===== src/rtl/rgbhsv_pkg.sv =====
// rgbhsv_pkg: shared types and constants for the rgb to hsv converter
`default_nettype none

package rgbhsv_pkg;

  // field widths
  localparam int CHAN_W  = 8;
  localparam int HUE_W   = 9;
  localparam int PCT_W   = 7;

  // divider geometry: quotients stay below 2**DIV_STEPS
  localparam int DIV_STEPS = 9;
  localparam int REM_W     = 17;
  localparam int QUO_W     = DIV_STEPS;
  localparam int QIDX_W    = $clog2(QUO_W);

  // arithmetic constants
  localparam int PERCENT     = 100;
  localparam int SECTOR_DEG  = 60;
  localparam int GREEN_BASE  = 120;
  localparam int BLUE_BASE   = 240;
  localparam int FULL_CIRCLE = 360;

  // pipeline depth: pixel reg, max/min reg, divider regs, output reg
  localparam int NUM_STAGES = 2 + (DIV_STEPS + 1) + 1;

  typedef struct packed {
    logic [CHAN_W-1:0] red;
    logic [CHAN_W-1:0] green;
    logic [CHAN_W-1:0] blue;
  } pixel_t;

  typedef struct packed {
    logic [HUE_W-1:0] hue;
    logic [PCT_W-1:0] saturation;
    logic [PCT_W-1:0] brightness;
  } hsv_t;

  // which formula the hue takes
  typedef enum logic [1:0] {
    SEL_RED_POS,
    SEL_RED_NEG,
    SEL_GREEN,
    SEL_BLUE
  } hue_sel_t;

  // after max/min search
  typedef struct packed {
    pixel_t            pix;
    logic [CHAN_W-1:0] mx;
    logic [CHAN_W-1:0] delta;
    hue_sel_t          sel;
  } extrema_t;

  // one divider stage: hue and saturation dividers side by side
  typedef struct packed {
    logic [REM_W-1:0]  hrem;
    logic [REM_W-1:0]  srem;
    logic [QUO_W-1:0]  hq;
    logic [QUO_W-1:0]  sq;
    logic [CHAN_W-1:0] delta;
    logic [CHAN_W-1:0] mx;
    logic [PCT_W-1:0]  bri;
    logic              red_neg;
    logic              gray;
  } div_t;

endpackage

`default_nettype wire


===== src/rtl/rgb_to_hsv_converter.sv =====
// rgb_to_hsv_converter: pipelined rgb pixel to hue/saturation/brightness
//
//   channel | dir | handshake                 | payload
//   pixel   | in  | pixel_valid / pixel_ready | pixel_t {red, green, blue}
//   hsv     | out | hsv_valid / hsv_ready     | hsv_t {hue, saturation, brightness}
//
// one pixel per clock sustained while the output is not held off; each pixel passes
// through 13 register stages loaded in turn from the accepting edge: the two
// restoring dividers take one quotient bit per stage over 9 stages, plus the
// input, max/min, divider load and output registers.
// reset clears the valid bits only; data registers are not reset.
// when the output transaction is held off the whole pipeline stalls in place.
`default_nettype none

module rgb_to_hsv_converter
  import rgbhsv_pkg::*;
(
  input  wire logic   clk,
  input  wire logic   rst,
  input  wire logic   pixel_valid,
  output logic        pixel_ready,
  input  wire pixel_t pixel,
  output logic        hsv_valid,
  input  wire logic   hsv_ready,
  output hsv_t        hsv
);

  // pipeline control
  logic                  en;
  logic [NUM_STAGES-1:0] v;

  // stage registers
  pixel_t   s_pix;
  extrema_t s_ext;
  extrema_t s_ext_next;
  div_t     dstg      [DIV_STEPS+1];
  div_t     dstg_next [DIV_STEPS+1];
  hsv_t     hsv_next;

  // one restoring division step for both dividers at quotient bit j
  function automatic div_t div_step(input div_t d, input logic [QIDX_W-1:0] j);
    div_t             r;
    logic [REM_W-1:0] hsub;
    logic [REM_W-1:0] ssub;
    r    = d;
    hsub = {{(REM_W-CHAN_W){1'b0}}, d.delta} << j;
    ssub = {{(REM_W-CHAN_W){1'b0}}, d.mx} << j;
    if (d.hrem >= hsub) begin
      r.hrem  = d.hrem - hsub;
      r.hq[j] = 1'b1;
    end
    if (d.srem >= ssub) begin
      r.srem  = d.srem - ssub;
      r.sq[j] = 1'b1;
    end
    return r;
  endfunction

  // global advance: move when the output slot is free or being taken
  assign en          = !v[NUM_STAGES-1] || hsv_ready;
  assign pixel_ready = en;
  assign hsv_valid   = v[NUM_STAGES-1];

  // valid bits travel with the data
  always_ff @(posedge clk) begin
    if (rst) begin
      v <= '0;
    end else if (en) begin
      v <= {v[NUM_STAGES-2:0], pixel_valid};
    end
  end

  // input register
  always_ff @(posedge clk) begin
    if (en) begin
      s_pix <= pixel;
    end
  end

  // max, min, delta and hue formula select
  always_comb begin
    logic [CHAN_W-1:0] mx;
    logic [CHAN_W-1:0] mn;
    mx = s_pix.red;
    if (s_pix.green > mx) mx = s_pix.green;
    if (s_pix.blue > mx)  mx = s_pix.blue;
    mn = s_pix.red;
    if (s_pix.green < mn) mn = s_pix.green;
    if (s_pix.blue < mn)  mn = s_pix.blue;
    s_ext_next.pix   = s_pix;
    s_ext_next.mx    = mx;
    s_ext_next.delta = mx - mn;
    if (mx == s_pix.red) begin
      s_ext_next.sel = (s_pix.green >= s_pix.blue) ? SEL_RED_POS : SEL_RED_NEG;
    end else if (mx == s_pix.green) begin
      s_ext_next.sel = SEL_GREEN;
    end else begin
      s_ext_next.sel = SEL_BLUE;
    end
  end

  always_ff @(posedge clk) begin
    if (en) begin
      s_ext <= s_ext_next;
    end
  end

  // numerators, brightness and divider load
  always_comb begin
    logic [REM_W-1:0] r;
    logic [REM_W-1:0] g;
    logic [REM_W-1:0] b;
    logic [REM_W-1:0] d;
    logic [REM_W-1:0] m100;
    logic [REM_W-1:0] bq;
    r    = REM_W'(s_ext.pix.red);
    g    = REM_W'(s_ext.pix.green);
    b    = REM_W'(s_ext.pix.blue);
    d    = REM_W'(s_ext.delta);
    m100 = REM_W'(s_ext.mx) * REM_W'(PERCENT);
    // divide by 255 through a reciprocal with carry correction
    bq   = (m100 + (m100 >> 8) + REM_W'(1)) >> 8;
    dstg_next[0] = '0;
    case (s_ext.sel)
      SEL_RED_POS: dstg_next[0].hrem = REM_W'(SECTOR_DEG) * (g - b);
      SEL_RED_NEG: dstg_next[0].hrem = REM_W'(SECTOR_DEG) * (b - g);
      SEL_GREEN:   dstg_next[0].hrem = REM_W'(GREEN_BASE) * d
                                     + REM_W'(SECTOR_DEG) * b
                                     - REM_W'(SECTOR_DEG) * r;
      SEL_BLUE:    dstg_next[0].hrem = REM_W'(BLUE_BASE) * d
                                     + REM_W'(SECTOR_DEG) * r
                                     - REM_W'(SECTOR_DEG) * g;
      default:     dstg_next[0].hrem = '0;
    endcase
    dstg_next[0].srem    = d * REM_W'(PERCENT);
    dstg_next[0].delta   = s_ext.delta;
    dstg_next[0].mx      = s_ext.mx;
    dstg_next[0].bri     = bq[PCT_W-1:0];
    dstg_next[0].red_neg = (s_ext.sel == SEL_RED_NEG);
    dstg_next[0].gray    = (s_ext.delta == '0);
  end

  always_ff @(posedge clk) begin
    if (en) begin
      dstg[0] <= dstg_next[0];
    end
  end

  // divider stages, msb of the quotient first
  for (genvar k = 0; k < DIV_STEPS; k++) begin : g_div
    always_comb begin
      dstg_next[k+1] = div_step(dstg[k], QIDX_W'(DIV_STEPS - 1 - k));
    end

    always_ff @(posedge clk) begin
      if (en) begin
        dstg[k+1] <= dstg_next[k+1];
      end
    end
  end

  // final hue wrap and gray cleanup
  always_comb begin
    div_t d;
    d = dstg[DIV_STEPS];
    hsv_next.brightness = d.bri;
    if (d.gray) begin
      hsv_next.hue        = '0;
      hsv_next.saturation = '0;
    end else begin
      hsv_next.saturation = d.sq[PCT_W-1:0];
      if (d.red_neg) begin
        hsv_next.hue = (d.hq == '0) ? '0 : HUE_W'(FULL_CIRCLE) - d.hq;
      end else begin
        hsv_next.hue = d.hq;
      end
    end
  end

  always_ff @(posedge clk) begin
    if (en) begin
      hsv <= hsv_next;
    end
  end

`ifndef NO_ASSERTIONS
  // hue wraps into one turn
  a_hue_range: assert property (@(posedge clk) disable iff (rst)
    hsv_valid |-> (hsv.hue < HUE_W'(FULL_CIRCLE)))
    else $error("hue out of range");

  // both percentages stay within full scale
  a_pct_range: assert property (@(posedge clk) disable iff (rst)
    hsv_valid |-> (hsv.saturation <= PCT_W'(PERCENT)) &&
                  (hsv.brightness <= PCT_W'(PERCENT)))
    else $error("percentage out of range");

  // a stall freezes every valid bit in the pipeline
  a_stall_hold: assert property (@(posedge clk) disable iff (rst)
    !en |=> $stable(v))
    else $error("pipeline moved during stall");
`endif

endmodule

`default_nettype wire


===== config.mk =====
export PLATFORM = sky130hd
export DESIGN_NAME = rgb_to_hsv_converter
export DESIGN_NICKNAME = d
export VERILOG_FILES = /design/src/rtl/rgbhsv_pkg.sv /design/src/rtl/rgb_to_hsv_converter.sv
export SDC_FILE = /design/constraint.sdc
export NUM_CORES = 1
export LEC_CHECK = 0
export BUFFER_PORTS_ARGS = -buffer_cell sky130_fd_sc_hd__buf_2
export CORE_UTILIZATION = 48
export CTS_BUF_LIST = sky130_fd_sc_hd__clkbuf_16
export CTS_CLUSTER_DIAMETER = 200
export DETAILED_ROUTE_END_ITERATION = 16
export PLACE_DENSITY_LB_ADDON = 0.08
export SYNTH_ARGS = -nofsm -noshare
export SYNTH_HDL_FRONTEND = slang
export SYNTH_SLANG_ARGS = --single-unit

===== constraint.sdc =====
create_clock -name clk -period 19 [get_ports clk]
set_input_delay 0 -clock clk [delete_from_list [all_inputs] [get_ports clk]]
set_output_delay 0 -clock clk [all_outputs]
set_load 0.01 [all_outputs]

==> flow_summary.json <==
{
  "status": "complete, but fails checks",
  "fp.dieArea_sq_um": 83210,
  "min_period_over_period": 0.3018,
  "endpoint_kind": "output port",
  "area_growth_pct": 10.32,
  "slew_headroom": 0.2132,
  "path_clk_slew_ps": 60,
  "cpPeakStageDelay_ps": 990,
  "crit_top_cell": "buf_4",
  "track_usage": 0.1862,
  "cts_sinks": 661,
  "ios": 53,
  "skew_ps": 23.89,
  "hold_viol_final": 0,
  "setup_ws_ps": 13270,
  "required_ps": 19000,
  "final_cell_mix": "648 x edfxtp_1, 497 x inv_1, 374 x ha_1, 216 x a21oi_1, 196 x nor2_1",
  "dpl.hpwl_um": 58110,
  "path_cells": "nor2b_1 > buf_4 > inv_8 > buf_4 > buf_4 > buf_4 > buf_4 > buf_2",
  "yosys.area.top_type": "edfxtp_1",
  "htree_levels": 3,
  "fillers": 6893,
  "clk_path_buf_depth": 3,
  "synth_top_area_frac": 0.4940,
  "tritoncts": "built",
  "synth_edf_count": 648,
  "synth_area_sq_um": 39390,
  "worst_skew_pair.late_latency_ps": 630,
  "tns_ps": 0,
  "first_global_vias": 25250,
  "utilization": 0.5378,
  "grt_remaining_overflow": 0,
  "routedWlPerCell_um": 16.47,
  "rsz0062_at_grt": "false",
  "cts_inserted_buffers": 74,
  "cp-start-kind": "flip-flop",
  "final_nets": 4009,
  "antenna_cells": 0,
  "dr_total_vias": 24110,
  "critical_path_arrival_ps": 5730,
  "postCtsResizedCells": 0,
  "grt_pass1_wl_um": 123700,
  "grt_max_degree": 164,
  "cts_root_buffer": "clkbuf_16",
  "gp_congestion": 0.8590,
  "ys_warn_count": 0,
  "die_h_um": 288.5,
  "port_buffers": 52,
  "antenna_left": 0,
  "cap_violations": 0,
  "synth-main-ff-cell": "edfxtp_1",
  "firstDrtPassIters": 11,
  "wirelength_um": 75680,
  "ys_types": 80,
  "seq_area_frac_synth": 0.5006,
  "finalSetupViolCount": 0,
  "synth.area.top_cells": "edfxtp_1 49%, ha_1 12%, fa_1 6.6%, inv_1 4.6%, xnor2_1 3.4%",
  "viasPerCell": 5.248,
  "crit_fanout": 163,
  "hp-class": "input pin to flip-flop",
  "timing.fmax_ghz": 0.1744,
  "place_worst_setup_slack_ps": 13400,
  "dp_cells": 4432,
  "slowest_stage": "buf_4",
  "die_x_um": 288.5,
  "synth_nets": 3885,
  "rows": 104,
  "post-route-min-period_ps": 5734,
  "drive_above_1_share": 0.06169,
  "drt_iter0_markers": 999,
  "multiInputGateArea_sq_um": 17670,
  "drc": 5,
  "worstMarginPinSlew_ps": 1175,
  "seq_area_sq_um": 19720,
  "final-max-slew-violation-count": 0,
  "synth-seq-cells": 661,
  "violations": "design-rule violations",
  "syn_inst": 3353,
  "antenna_found_initial": 0,
  "avgSynthCellArea_sq_um": 11.75,
  "final_common_cell": "edfxtp_1",
  "async_flop_share": 0,
  "crit_type": "flip-flop to output port",
  "stdcell_count": 4594,
  "start_util": 0.4875,
  "coreArea_sq_um": 80810
}
[final cells by class]
type                    instances  share of cell area
flip-flops and latches        661              0.4538
multi-input cells            2166              0.4067
clock buffers                  74             0.04261
inverters                     481             0.04172
well taps                    1060             0.03052
repair buffers                 93             0.01474
clock inverters                59            0.009991
[final timing paths]
kind | start | to | slack, ps | depth (start not counted)
worst max-delay path | v[12] | pixel_ready | 13270 | 8
worst max register to register | s_ext_next[29] | dstg_next[717] | 13330 | 20
worst min register to register | dstg[7][29] | dstg[8][29] | 410 | 0
worst min-delay path | pixel[4] | s_ext_next[22] | 90 | 2
[sequential cells by signal, summed over array words and instances, names as in the netlist]
name,flops
s_ext,26
hsv,23
s_ext_next,24
dstg_next,16
v,13
dstg,559
[kinds of logic after synthesis]
| family | synth area share |
|---|---|
| multiplexers | 0.01791 |
| AO/OA/AOI/OAI | 0.1022 |
| buffers and inverters | 0.05079 |
| AND/OR/NAND/NOR | 0.08779 |
| flip-flops | 0.5006 |
| adder cells (fa/ha/maj) | 0.1849 |
| XOR/XNOR | 0.05581 |
[synthesized netlist by cell type (all sizes together), types with 13 or more instances]
cell / count
o21ai: 151
ha: 374
xor2: 98
clkbuf: 27
nor3: 47
mux2: 20
xnor2: 153
buf: 18
a21oi: 217
dfxtp: 13
nor4: 23
edfxtp: 648
nand4: 37
a211oi: 13
or2: 13
a21o: 74
nor2b: 69
fa: 130
nand3: 30
inv: 481
o21a: 20
o21bai: 41
nand2b: 44
o31ai: 27
nor2: 197
nand2: 187
a21boi: 31
or3: 18
mux2i: 32
[worst max-delay path, delay by kind of cell (launching register included)]
family | cells | cell delay (ps)
simple gates | 1 | 120
flops | 1 | 310
buf+inv | 7 | 4510
[through the flow]
stage | cell area [sq um] | hold WS [ps]
floorplan | 39390 | 69.07
global placement | 40880 | 178.6
detailed placement | 40880 | 178.1
CTS | 43460 | 38.50
global route | 43460 | 50.28
finish | 43460 | 87.40
[layer usage]
metal,track usage,vias to the layer above,part of all wire
met2,0.3599,344,0.54
met5,0,-,0
met1,0.2034,11560,0.40
met4,0.07526,0,0.037
met3,0.02346,157,0.026
li1,-,12050,-
[timing repair]
action                     in CTS  in global routing
setup buffers                   0                  0
hold endpoints to repair       37                  0
setup endpoints to repair       0                  0
hold buffers                   29                  0
Power is left out: the tool's default activity adds up to more than one toggle a clock period on the data nets, which glitch-free logic cannot reach.
